===== src/design/eba_pkg.sv =====
// package for the eight-bit alu with status flags
// request and response structs, operation codes, condition codes, the sign_code helper
// no dependencies
`timescale 1ns / 1ps

package eba_pkg;

  localparam logic [3:0] OP_LOAD = 4'd0;
  localparam logic [3:0] OP_ADD  = 4'd1;
  localparam logic [3:0] OP_SUB  = 4'd2;
  localparam logic [3:0] OP_AND  = 4'd3;
  localparam logic [3:0] OP_OR   = 4'd4;
  localparam logic [3:0] OP_XOR  = 4'd5;
  localparam logic [3:0] OP_CMP  = 4'd6;
  localparam logic [3:0] OP_DAJ  = 4'd7;
  localparam logic [3:0] OP_ROR  = 4'd8;
  localparam logic [3:0] OP_ROL  = 4'd9;
  localparam logic [3:0] OP_TST  = 4'd10;

  localparam logic [1:0] CC_ZERO = 2'd0;
  localparam logic [1:0] CC_POS  = 2'd1;
  localparam logic [1:0] CC_NEG  = 2'd2;

  localparam logic [7:0] SIGN_FLIP = 8'h80;
  localparam logic [3:0] DAJ_LOW   = 4'hA;
  localparam logic [3:0] DAJ_HIGH  = 4'hA;

  typedef struct packed {
    logic [3:0] opcode;
    logic [7:0] operand_a;
    logic [7:0] operand_b;
    logic       carry_in;
    logic       idc_in;
    logic       ovf_in;
    logic       with_carry;
    logic       logical_compare;
  } alu_req_t;

  typedef struct packed {
    logic [7:0] result;
    logic       writes_result;
    logic       carry_out;
    logic       idc_out;
    logic       ovf_out;
    logic [1:0] cond_code;
  } alu_rsp_t;

  function automatic logic [1:0] sign_code(input logic [7:0] v);
    logic [1:0] cc;
    if (v == 8'd0) begin
      cc = CC_ZERO;
    end else if (v[7]) begin
      cc = CC_NEG;
    end else begin
      cc = CC_POS;
    end
    return cc;
  endfunction

endpackage


===== src/design/eba_alu.sv =====
// combinational alu core: one request in, one response out
// depends on eba_pkg
`timescale 1ns / 1ps

module eba_alu import eba_pkg::*; (
  input  alu_req_t req,
  output alu_rsp_t rsp
);

  logic [8:0] add_sum;
  logic [4:0] add_low;
  logic [8:0] sub_sum;
  logic [4:0] sub_low;
  logic       add_ci;
  logic       sub_nb;
  logic [7:0] cmp_x;
  logic [7:0] cmp_y;
  logic [3:0] daj_lo;
  logic [3:0] daj_hi;
  logic [7:0] r;

  assign add_ci  = req.with_carry & req.carry_in;
  assign add_sum = {1'b0, req.operand_a} + {1'b0, req.operand_b} + {8'd0, add_ci};
  assign add_low = {1'b0, req.operand_a[3:0]} + {1'b0, req.operand_b[3:0]} + {4'd0, add_ci};

  // no borrow in unless carry is used and clear
  assign sub_nb  = ~(req.with_carry & ~req.carry_in);
  assign sub_sum = {1'b0, req.operand_a} + {1'b0, ~req.operand_b} + {8'd0, sub_nb};
  assign sub_low = {1'b0, req.operand_a[3:0]} + {1'b0, ~req.operand_b[3:0]}
                 + {4'd0, sub_nb};

  assign cmp_x = req.logical_compare ? req.operand_a : (req.operand_a ^ SIGN_FLIP);
  assign cmp_y = req.logical_compare ? req.operand_b : (req.operand_b ^ SIGN_FLIP);

  assign daj_lo = req.idc_in   ? req.operand_a[3:0] : (req.operand_a[3:0] + DAJ_LOW);
  assign daj_hi = req.carry_in ? req.operand_a[7:4] : (req.operand_a[7:4] + DAJ_HIGH);

  always_comb begin
    rsp.result        = req.operand_a;
    rsp.writes_result = 1'b0;
    rsp.carry_out     = req.carry_in;
    rsp.idc_out       = req.idc_in;
    rsp.ovf_out       = req.ovf_in;
    rsp.cond_code     = CC_ZERO;
    r                 = req.operand_a;
    unique case (req.opcode)
      OP_LOAD: begin
        r = req.operand_b;
        rsp.writes_result = 1'b1;
      end
      OP_ADD: begin
        r = add_sum[7:0];
        rsp.writes_result = 1'b1;
        rsp.carry_out = add_sum[8];
        rsp.idc_out   = add_low[4];
        rsp.ovf_out   = (req.operand_a[7] ^ r[7]) & (req.operand_b[7] ^ r[7]);
      end
      OP_SUB: begin
        r = sub_sum[7:0];
        rsp.writes_result = 1'b1;
        rsp.carry_out = sub_sum[8];
        rsp.idc_out   = sub_low[4];
        rsp.ovf_out   = (req.operand_a[7] ^ req.operand_b[7]) & (req.operand_a[7] ^ r[7]);
      end
      OP_AND: begin
        r = req.operand_a & req.operand_b;
        rsp.writes_result = 1'b1;
      end
      OP_OR: begin
        r = req.operand_a | req.operand_b;
        rsp.writes_result = 1'b1;
      end
      OP_XOR: begin
        r = req.operand_a ^ req.operand_b;
        rsp.writes_result = 1'b1;
      end
      OP_DAJ: begin
        r = {daj_hi, daj_lo};
        rsp.writes_result = 1'b1;
      end
      OP_ROR: begin
        rsp.writes_result = 1'b1;
        if (req.with_carry) begin
          r = {req.carry_in, req.operand_a[7:1]};
          rsp.carry_out = req.operand_a[0];
          rsp.idc_out   = req.operand_a[4];
          rsp.ovf_out   = r[7] ^ req.operand_a[7];
        end else begin
          r = {req.operand_a[0], req.operand_a[7:1]};
        end
      end
      OP_ROL: begin
        rsp.writes_result = 1'b1;
        if (req.with_carry) begin
          r = {req.operand_a[6:0], req.carry_in};
          rsp.carry_out = req.operand_a[7];
          rsp.idc_out   = req.operand_a[3];
          rsp.ovf_out   = req.operand_a[6] ^ req.operand_a[7];
        end else begin
          r = {req.operand_a[6:0], req.operand_a[7]};
        end
      end
      default: begin
        r = req.operand_a;
      end
    endcase
    rsp.result = r;
    if (rsp.writes_result) begin
      rsp.cond_code = sign_code(r);
    end else if (req.opcode == OP_CMP) begin
      if (cmp_x == cmp_y) begin
        rsp.cond_code = CC_ZERO;
      end else if (cmp_x > cmp_y) begin
        rsp.cond_code = CC_POS;
      end else begin
        rsp.cond_code = CC_NEG;
      end
    end else if (req.opcode == OP_TST) begin
      rsp.cond_code = ((req.operand_a | ~req.operand_b) == 8'hFF) ? CC_ZERO : CC_NEG;
    end
  end

endmodule


===== src/design/eight_bit_alu_with_status_flags_top.sv =====
// top level of the eight-bit alu with status flags
// input register, alu core, result register; depends on eba_pkg and eba_alu
`timescale 1ns / 1ps

// usage
//   a request is taken at a rising edge where start is high and busy is low.
//   req carries the opcode, both operand bytes and the incoming flags.
//   the response appears on rsp with done high once the request has passed
//   the input register, the alu core and the result register, and is taken
//   at a rising edge where done is high.
//   one request per cycle is taken while busy is low; busy is low once reset
//   has been released, so requests may follow each other back to back.
//   pipeline: input register, then the result register behind the
//   single-pass alu core; throughput: 1 request per cycle.
//   the receiver cannot stall: each response is valid for one cycle only
//   and must be captured then.
//   reset (rst, synchronous, active high) drops every request in flight,
//   clears done and holds busy high until after rst is released.
//   unused opcodes return operand_a unwritten with flags unchanged and
//   condition code zero.
module eight_bit_alu_with_status_flags_top import eba_pkg::*; (
  input  logic     clk,
  input  logic     rst,
  input  logic     start,
  output logic     busy,
  input  alu_req_t req,
  output logic     done,
  output alu_rsp_t rsp
);

  logic     stage_valid;
  alu_req_t stage_req;
  alu_rsp_t rsp_next;

  always_ff @(posedge clk) begin
    if (rst) begin
      busy        <= 1'b1;
      stage_valid <= 1'b0;
      done        <= 1'b0;
    end else begin
      busy        <= 1'b0;
      stage_valid <= start & ~busy;
      done        <= stage_valid;
    end
  end

  always_ff @(posedge clk) begin
    if (start & ~busy) begin
      stage_req <= req;
    end
    if (stage_valid) begin
      rsp <= rsp_next;
    end
  end

  eba_alu u_alu (
    .req (stage_req),
    .rsp (rsp_next)
  );

  // every response comes from an earlier accepted request
  a_done_from_req: assert property (@(posedge clk) disable iff (rst)
    done |-> $past(start && !busy, 2))
    else $error("response without request");

  // no-write operations leave carry, idc and ovf as they came in and return operand_a as the result
  a_nowrite_flags: assert property (@(posedge clk) disable iff (rst)
    done && !rsp.writes_result |->
      rsp.carry_out == $past(req.carry_in, 2) &&
      rsp.idc_out == $past(req.idc_in, 2) &&
      rsp.ovf_out == $past(req.ovf_in, 2) &&
      rsp.result == $past(req.operand_a, 2))
    else $error("flags changed on no-write operation");

  // condition code never takes the unused encoding
  a_cc_range: assert property (@(posedge clk) disable iff (rst)
    done |-> rsp.cond_code != 2'd3)
    else $error("bad condition code");

endmodule


===== config.mk =====
export PLATFORM = sky130hd
export DESIGN_NAME = eight_bit_alu_with_status_flags_top
export DESIGN_NICKNAME = d
export VERILOG_FILES = /design/src/design/eba_pkg.sv /design/src/design/eba_alu.sv /design/src/design/eight_bit_alu_with_status_flags_top.sv
export SDC_FILE = /design/constraint.sdc
export NUM_CORES = 1
export LEC_CHECK = 0
export BUFFER_PORTS_ARGS = -buffer_cell sky130_fd_sc_hd__buf_2
export CORE_MARGIN = 1
export CORE_UTILIZATION = 31
export DETAILED_ROUTE_END_ITERATION = 12
export GPL_ROUTABILITY_DRIVEN = 0
export PLACE_DENSITY = 0.49
export SYNTH_ARGS = -nofsm -noshare
export SYNTH_HDL_FRONTEND = slang
export SYNTH_HIERARCHICAL = 1
export SYNTH_SLANG_ARGS = --single-unit

===== constraint.sdc =====
create_clock -name clk -period 2.7 [get_ports clk]
set_input_delay 0.405 -clock clk [delete_from_list [all_inputs] [get_ports clk]]
set_output_delay 0.405 -clock clk [all_outputs]
set_load 0.05 [all_outputs]

# After elaboration in Yosys (flattened, before gate mapping)
# Index checks and enable logic that the tools add are counted.
op_classes:
  addsub: 10
  order_cmp: 1
  eq_ne: 12
  n_mux: 20
  bitwise: 22
  n_reduce_logical: 3
op_table:
  columns: ["cell", "n"]
  rows:
  - ["$pmux 8 s9", 1]
  - ["$mux 8", 3]
  - ["$add 8x8->9", 2]
  - ["$add 9x1->9", 2]
  - ["$eq 4x3->1 const B", 4]
  - ["$mux 2", 8]
  - ["$or 8x8->8", 2]
  - ["$eq 4x4->1 const B", 3]
  - ["$pmux 3 s4", 1]
  - ["$add 4x4->5", 2]
  - ["$add 5x1->5", 2]
  - ["$reduce_or 9->1", 1]
  - ["$add 4x4->4 const B", 2]
  - ["$and 8x8->8", 1]
  - ["$eq 4x2->1 const B", 2]
  - ["$eq 8x8->1", 1]
  - ["$eq 8x8->1 const B", 1]
  - ["$gt 8x8->1", 1]
  - ["$logic_not 8->1", 1]
  - ["$mux 4", 2]
  - ["$not 8->8", 1]
  - ["$xor 8x8->8", 1]
  - ["$mux 3", 2]
  - ["$xor 1x1->1", 6]
  - ["other kinds (6)", 16]
word_totals:
  register_bits: 42
  input_bits: 28
  out_inout_bits: 16

# Longest topological paths before layout
# Gate-level depths: netlist (run 1).
depth:
  word_depth: 8
  depth_mapped: 11
  depth_no_buf: 10

# Hierarchy
# The synthesis (run 1) kept the hierarchy.
by_module_without_submodules:
  columns: ["mod", "n_inst", "cells_each", "area_per_inst_um2"]
  rows:
  - ["eba_alu", 1, 317, 2165.8]
  - ["eight_bit_alu_with_status_flags_top", 1, 45, 1256.2]

# Least setup slack after synthesis (run 1)
# Ideal clock, no wire load.
synth_timing:
  path_type: "register to register"
  startpoint: "reg stage_req[1] (netlist bit)"
  endpoint: "reg rsp[0] (netlist bit), data pin"
  setup_ns: 0.268
  arrival_ns: 2.594
  path_slack_ns: -0.162
  stages_incl_launch_ff: 12
  cell_sequence: "edfxtp_1 -> clkbuf_1 -> nor2b_1 -> fa_1 -> fa_1 -> nor3_1 -> nor3_1 -> o2111a_1 -> o32ai_1 -> a31oi_2 -> nor2_1 -> a32oi_1"
synth_lines:
  columns: ["item", "line", "source"]
  rows:
  - ["start: declaration", "eight_bit_alu_with_status_flags_top.sv:32", "alu_req_t stage_req;"]
  - ["start signal: assignment", "eight_bit_alu_with_status_flags_top.sv:49", "stage_req <= req;"]
  - ["end signal: assignment", "eight_bit_alu_with_status_flags_top.sv:52", "rsp <= rsp_next;"]
  - ["end: declaration", "eight_bit_alu_with_status_flags_top.sv:28", "output alu_rsp_t rsp"]

==> results of run 1 <==
==> worst register-to-register path, stage by stage, from the launching register on <==
cell and delay [ns]:
edfxtp_1 0.48, fa_2 0.46, fa_2 0.40, nor3_4 0.16
nor3_2 0.09, o2111a_1 0.25, o32ai_2 0.28, a31oi_2 0.13
nor2_1 0.12, a32oi_1 0.10
==> area by class of cell <==
class	instances	area, um^2
Clock buffer	7	86.3
Clock inverter	1	5.00
Fill cell	1045	6080
Inverter	26	97.6
Multi-Input combinational cell	271	2060
Sequential cell	42	1230
Tap cell	136	170
Timing Repair Buffer	117	783
==> metal layers <==
layer / share of wire (%) / vias up / global-route usage (%)
met5: 0 / - / 0
met4: 3.8 / 0 / 9.20
met3: 8.7 / 31 / 4.19
met2: 46 / 169 / 30.8
met1: 42 / 1540 / 25.1
li1: - / 1557 / -
==> cells in the final DEF, fill, tap and decap left out, types with 7 or more instances in the layout <==
| cell type | synthesis | layout |
|---|---|---|
| buf_4 | 0 | 73 |
| nor3_1 | 12 | 9 |
| ha_1 | 34 | 34 |
| a22o_1 | 7 | 7 |
| o21ai_0 | 17 | 16 |
| a22oi_1 | 10 | 10 |
| edfxtp_1 | 39 | 39 |
| nand2_1 | 19 | 19 |
| a31oi_1 | 8 | 8 |
| buf_2 | 2 | 43 |
| inv_1 | 25 | 25 |
| nor2_1 | 22 | 22 |
| nor2b_1 | 11 | 9 |
| xnor2_1 | 9 | 9 |
| a21oi_1 | 24 | 23 |
==> state kept, by name, indices dropped and copies added, names as in the netlist <==
name	count
done	1
stage_req	25
busy	1
stage_valid	1
rsp	14
==> synthesized netlist by cell type (4+ instances only) <==
| master | n |
|---|---|
| edfxtp_1 | 39 |
| ha_1 | 34 |
| inv_1 | 25 |
| a21oi_1 | 24 |
| nor2_1 | 22 |
| nand2_1 | 19 |
| clkbuf_1 | 17 |
| o21ai_0 | 17 |
| nor3_1 | 12 |
| nor2b_1 | 11 |
| a22oi_1 | 10 |
| xnor2_1 | 9 |
| a31oi_1 | 8 |
| a22o_1 | 7 |
| nand2b_1 | 6 |
| nand3_1 | 6 |
| nor4_1 | 5 |
| o21bai_1 | 5 |
| a211oi_1 | 4 |
| fa_1 | 4 |
| mux2i_1 | 4 |
| nand4_1 | 4 |
| o21a_1 | 4 |
| o31ai_1 | 4 |
| xor2_1 | 4 |
==> path summary, 6_finish.rpt <==
check / from / to / slack [ns]
max reg2reg: stage_req[5] / rsp[0] / -0.02
min: rst / busy / 0.25
max: stage_req[5] / rsp[0] / -0.02
min reg2reg: busy / stage_valid / 0.48
==> kinds of logic (layout without fill, tap and decap cells) <==
kind of cell               count (synthesis)  count (layout)  synth area share (%)
AOI/OAI and AO/OA                        115             115                  23.3
and+or+nand+nor                          101             101                  15.8
buffers and inverters                     49             151                  5.67
DFF                                       42              42                  36.0
adders and majority gates                 38              38                  14.8
xor gates and xnor gates                  13              13                  3.33
muxes                                      4               4                  1.17
==> where the power goes <==
group | internal [mW] | switching (mW)
clock | 0.207 | 0.222
combinational | 0.195 | 0.257
sequential | 0.744 | 0.0216
total | 1.15 | 0.500
==> through the flow <==
stage                     std cells  total power, mW  worst slack (ns)
after global placement          589             1.21           -0.0860
after global routing            600             1.73            -0.125
after detailed placement        589             1.21            -0.129
final                           600             1.65           -0.0246
after floorplan                 362             1.03           0.00527
after CTS                       598             1.66           -0.0394
==> what timing repair did <==
item | in CTS | in global routing
cloned | 0 | 0
setup buffers | 1 | 2
pin swaps | 0 | 2
gates resized for setup | 4 | 8
endpoints found under the setup margin | 2 | 5
==> results.md, run 1 <==
- Max_cap viols: 0
- Crit-path slowest cell: edfxtp_1
- Register area share after synthesis: 36.0%
- CP delay by family, top: adder cells
- Post-Syn Nets: 428
- Post-synth EDFFs: 39
- Worst-path fanout max: 3
- H-tree Lvls: 2
- Iteration-0 DRC Markers: 411
- WP buf/inv: 0
- Pwr/cell area: 371 mW/mm^2
- Synth area leaders: edfxtp_1 34%, ha_1 12%, a21oi_1 3.5%
- Post-route cell area: 0.00443 mm^2
- Detailed Place HPWL: 8540 um
- Largest net degree at the start of global routing: 31
- Final Util: 42.2%
- Actual slew at the worst max-slew pin: 0.594 ns
- Status: complete, but fails checks
- Post-synth ARST share: 0%
- Final hold vios: 0
- Fin crit share: 101%
- Top_reg_cell synth: edfxtp_1
- Area Growth Syn to Fin: 29.5%
- Die area: 0.0115 mm^2
- Root Buffer: clkbuf_8
- CP Data Arrival Time: 2.76 ns
- RSZ-0062 raised after global routing: true
- Area share of the largest cell type after synthesis: 34.2%
- Hold crit path type: in -> reg
- Worst Hold Depth: 1
- Cells on worst reg2reg path: 9
- Overflow after GRT: 0
- Crit start category: flop
- Critical path depth: 9
- FF+latch count, synth: 42
- Die width: 107 um
- Critical path required time: 2.74 ns
- Synth warn: 6
- Placed Area: 0.00427 mm^2
- Num CTS Buffers: 5
- Syn Inst Count: 362
- Worst Skew: 0.00453 ns
- Core Area: 0.0105 mm^2
- Initial antenna violation count: 0
- Relative slew slack: 60.4%
- First-pass GRT wire length: 16800 um
- Largest area contributor in the netlist: edfxtp_1
- Clk buf depth: 2
- Violations in the final reports: negative setup slack
- Fmax: 0.367 GHz
- Max incr delay on CP: 0.48 ns
- WL/cell: 18.0 um
- Row count: 37
- Ports: 44
- Final setup fails: 1
- Routed vias/inst: 5.50
- GRT Overall Usage: 19.4%
- Cell mode on critical path: fa_2
- DRT Wirelength: 10800 um
- Routed vias: 3297
- Worst VDD drop: 0.000253 V
- Starting Density: 32.6%
- Setup ws final: -0.0246 ns
- Fin. max-slew vios: 0
- CP Cell Sequence: fa_2 -> fa_2 -> nor3_4 -> nor3_2 -> o2111a_1 -> o32ai_2 -> a31oi_2 -> nor2_1 -> a32oi_1
- CTS tree: done
- DRC: 0
- N_diodes: 0
- Unique masters post-synth: 61
- Crit Path Class: reg -> reg
- Crit end category: flop
- Avg Inst Size Synth: 9.45 um^2
- CTS Sinks: 42
- Worst-skew pair later-pin latency: 0.30 ns
- Die Y: 107 um
- Mapped cell area: 0.00342 mm^2
- Vias in the first global route: 3158
- Setup TNS: -0.0246 ns
- Hold Buf Count CTS: 0
- Share of cells above drive strength 1: 30.4%
- WHS: 0.250 ns
- Crit path time final: 2.72 ns
- 1st-pass router iterations: 7
- Antenna Violating Nets Remaining: 0
- Final nets: 529
- Pleak: 1.86 nW
- Clock transition at path regs: 0.08 ns
- Port Buf Inserts: 43
(Power assumes the default switching activity.)
==> run 2: changes to the inputs <==
--- a/config.mk
+++ b/config.mk
@@ -7,10 +7,11 @@
 export LEC_CHECK = 0
 export BUFFER_PORTS_ARGS = -buffer_cell sky130_fd_sc_hd__buf_2
 export CORE_MARGIN = 1
-export CORE_UTILIZATION = 31
+export CORE_UTILIZATION = 25
+export CTS_BUF_LIST = sky130_fd_sc_hd__clkbuf_4 sky130_fd_sc_hd__clkbuf_8
 export DETAILED_ROUTE_END_ITERATION = 12
 export GPL_ROUTABILITY_DRIVEN = 0
-export PLACE_DENSITY = 0.49
+export PLACE_DENSITY = 0.41
 export SYNTH_ARGS = -nofsm -noshare
 export SYNTH_HDL_FRONTEND = slang
 export SYNTH_HIERARCHICAL = 1
==> run 2 against run 1 <==
  * The run still ends with negative setup slack left
  * Cell count increased by 8.0%
  * Hold slack got worse by 0.022 ns
  * Power increased by 2.4%
  * Utilization decreased by 8.2 points
  * Critical path type unchanged
  * Via count decreased by 1.4%
  * Largest power group unchanged
  * Die area increased by 24%
  * First-iteration DRC count decreased by 43%
==> results.md, run 2 (synthesis results as in run 1) <==
- Pwr/cell area: 373 mW/mm^2
- First-pass GRT wire length: 18000 um
- Max reg flops: 25
- Fmax: 0.361 GHz
- Final nets: 537
- Post-Place Setup Slack: -0.145 ns
- Worst-path fanout max: 3
- Core Area: 0.0133 mm^2
- Reg power frac: 45.3%
- Worst VDD drop: 0.000198 V
- Worst Hold Depth: 1
- Most frequent cells in the layout: 82 x buf_4, 43 x buf_2, 39 x edfxtp_1, 34 x ha_1, 25 x inv_1
- CP Data Arrival Time: 2.83 ns
- Final setup fails: 1
- 1st-pass router iterations: 5
- Sw Share: 30.9%
- Worst Skew: 0.00748 ns
- Reg-to-Reg End: rsp[0]
- Die width: 119 um
- Largest net degree at the start of global routing: 26
- Max_cap viols: 0
- Register with the most flip-flops: stage_req
- Pleak: 1.89 nW
- Hold crit path type: in -> reg
- Worst Hold Endpoint: busy
- Relative slew slack: 59.7%
- H-tree Lvls: 2
- GRT Overall Usage: 17.0%
- Iteration-0 DRC Markers: 236
- Status: complete, but fails checks
- Critical path required time: 2.76 ns
- Routed vias/inst: 5.02
- Final hold vios: 0
- Setup TNS: -0.0738 ns
- Clk pwr share: 26.9%
- NetSw: 0.521 mW
- WL/cell: 18.0 um
- Clk buf depth: 2
- Area of the multi-input gates: 0.00204 mm^2
- Fin. max-slew vios: 0
- Detailed Place HPWL: 9450 um
- CP delay by family, top: adder cells
- Share of cells above drive strength 1: 31.4%
- Starting Density: 25.7%
- Cells on worst reg2reg path: 10
- Violations in the final reports: negative setup slack
- Comb pwr share: 27.7%
- WHS: 0.227 ns
- R2r setup slk: -0.07 ns
- DRC: 0
- Crit start category: flop
- Final cell count without fillers: 648
- Power Internal: 1.16 mW
- WP buf/inv: 0
- CP Cell Sequence: nor2b_1 -> fa_2 -> fa_2 -> nor3_4 -> nor3_2 -> o2111a_1 -> o32ai_2 -> a31oi_2 -> nor2_1 -> a32oi_1
- Actual slew at the worst max-slew pin: 0.603 ns
- Fill cells: 1382
- Initial antenna violation count: 0
- Placed cells: 636
- Die Y: 119 um
- Vias in the first global route: 3244
- Crit end category: flop
- Routed vias: 3252
- Ports: 44
- Root Buffer: clkbuf_8
- Crit path time final: 2.77 ns
- Clock transition at path regs: 0.08 ns
- Antenna Violating Nets Remaining: 0
- Most common cell after layout, fill and taps aside: buf_4
- Fin crit share: 103%
- Port Buf Inserts: 43
- Area Growth Syn to Fin: 32.1%
- Setup ws final: -0.0738 ns
- Crit-path slowest cell: edfxtp_1
- Crit Path Class: reg -> reg
- Register Area: 0.00123 mm^2
- DRT Wirelength: 11700 um
- R2R Path Start: stage_req[1]
- HP Start: rst
- N_diodes: 0
- Worst-skew pair later-pin latency: 0.32 ns
- Row count: 42
- Largest registers: stage_req: 25 flops, rsp: 14 flops
- Placed Area: 0.00436 mm^2
- RSZ-0062 raised after global routing: true
- Die area: 0.0142 mm^2
- Max incr delay on CP: 0.42 ns
- CTS Sinks: 42
- CTS tree: done
- Cell mode on critical path: fa_2
- Num CTS Buffers: 5
- Overflow after GRT: 0
- Post-route cell area: 0.00452 mm^2
[run 2: final cells by class]
class / instances / area share [%]
inverters: 26 / 2.16
multi-input cells: 271 / 45.2
flip-flops and latches: 42 / 27.2
repair buffers: 125 / 18.4
clock inverters: 1 / 0.111
clock buffers: 7 / 1.99
well taps: 176 / 4.87
[run 2: what timing repair did]
action                     CTS  global route
setup buffers                2             2
gates resized for setup      4             4
hold buffers                 0             0
pin swaps                    1             3
setup endpoints to repair    5             5
[run 2: layer usage]
| metal | vias up | GRT usage [%] | routed length (um) |
|---|---|---|---|
| met5 | - | 0 | 0 |
| met4 | 0 | 7.36 | 375 |
| met3 | 19 | 3.45 | 596 |
| met2 | 94 | 27.1 | 5290 |
| met1 | 1563 | 22.1 | 5400 |
| li1 | 1576 | - | - |
[run 2: through the flow]
stage,utilization [%],power [mW]
after floorplan,-,1.03
after global placement,32.8,1.23
after detailed placement,32.8,1.23
after CTS,33.7,1.71
after global routing,34.0,1.77
final,34.0,1.69
[run 2: worst max-delay path by stage]
| stage | start | endpoint | slack, ns | depth (start not counted) |
|---|---|---|---|---|
| 6_report | stage_req[1] | rsp[0] | -0.07 | 10 |
| 4_1_cts | stage_req[1] | rsp[0] | -0.09 | 10 |
| 5_1_grt | stage_req[1] | rsp[0] | -0.22 | 10 |
| 3_5_place_dp | stage_req[1] | rsp[0] | -0.15 | 10 |
| 3_3_place_gp | stage_req[1] | rsp[0] | -0.1 | 10 |
| 2_1_floorplan | stage_req[1] | rsp[0] | 0.005 | 11 |
[run 2: power by group through the flow]
stage               Sequential (mW)  Combinational [mW]  Clock [mW]
finish                        0.764               0.467       0.454
global route                  0.769               0.504       0.495
CTS                           0.765               0.459       0.481
detailed placement            0.780               0.454           0
global placement              0.779               0.453           0
floorplan                     0.808               0.220           0
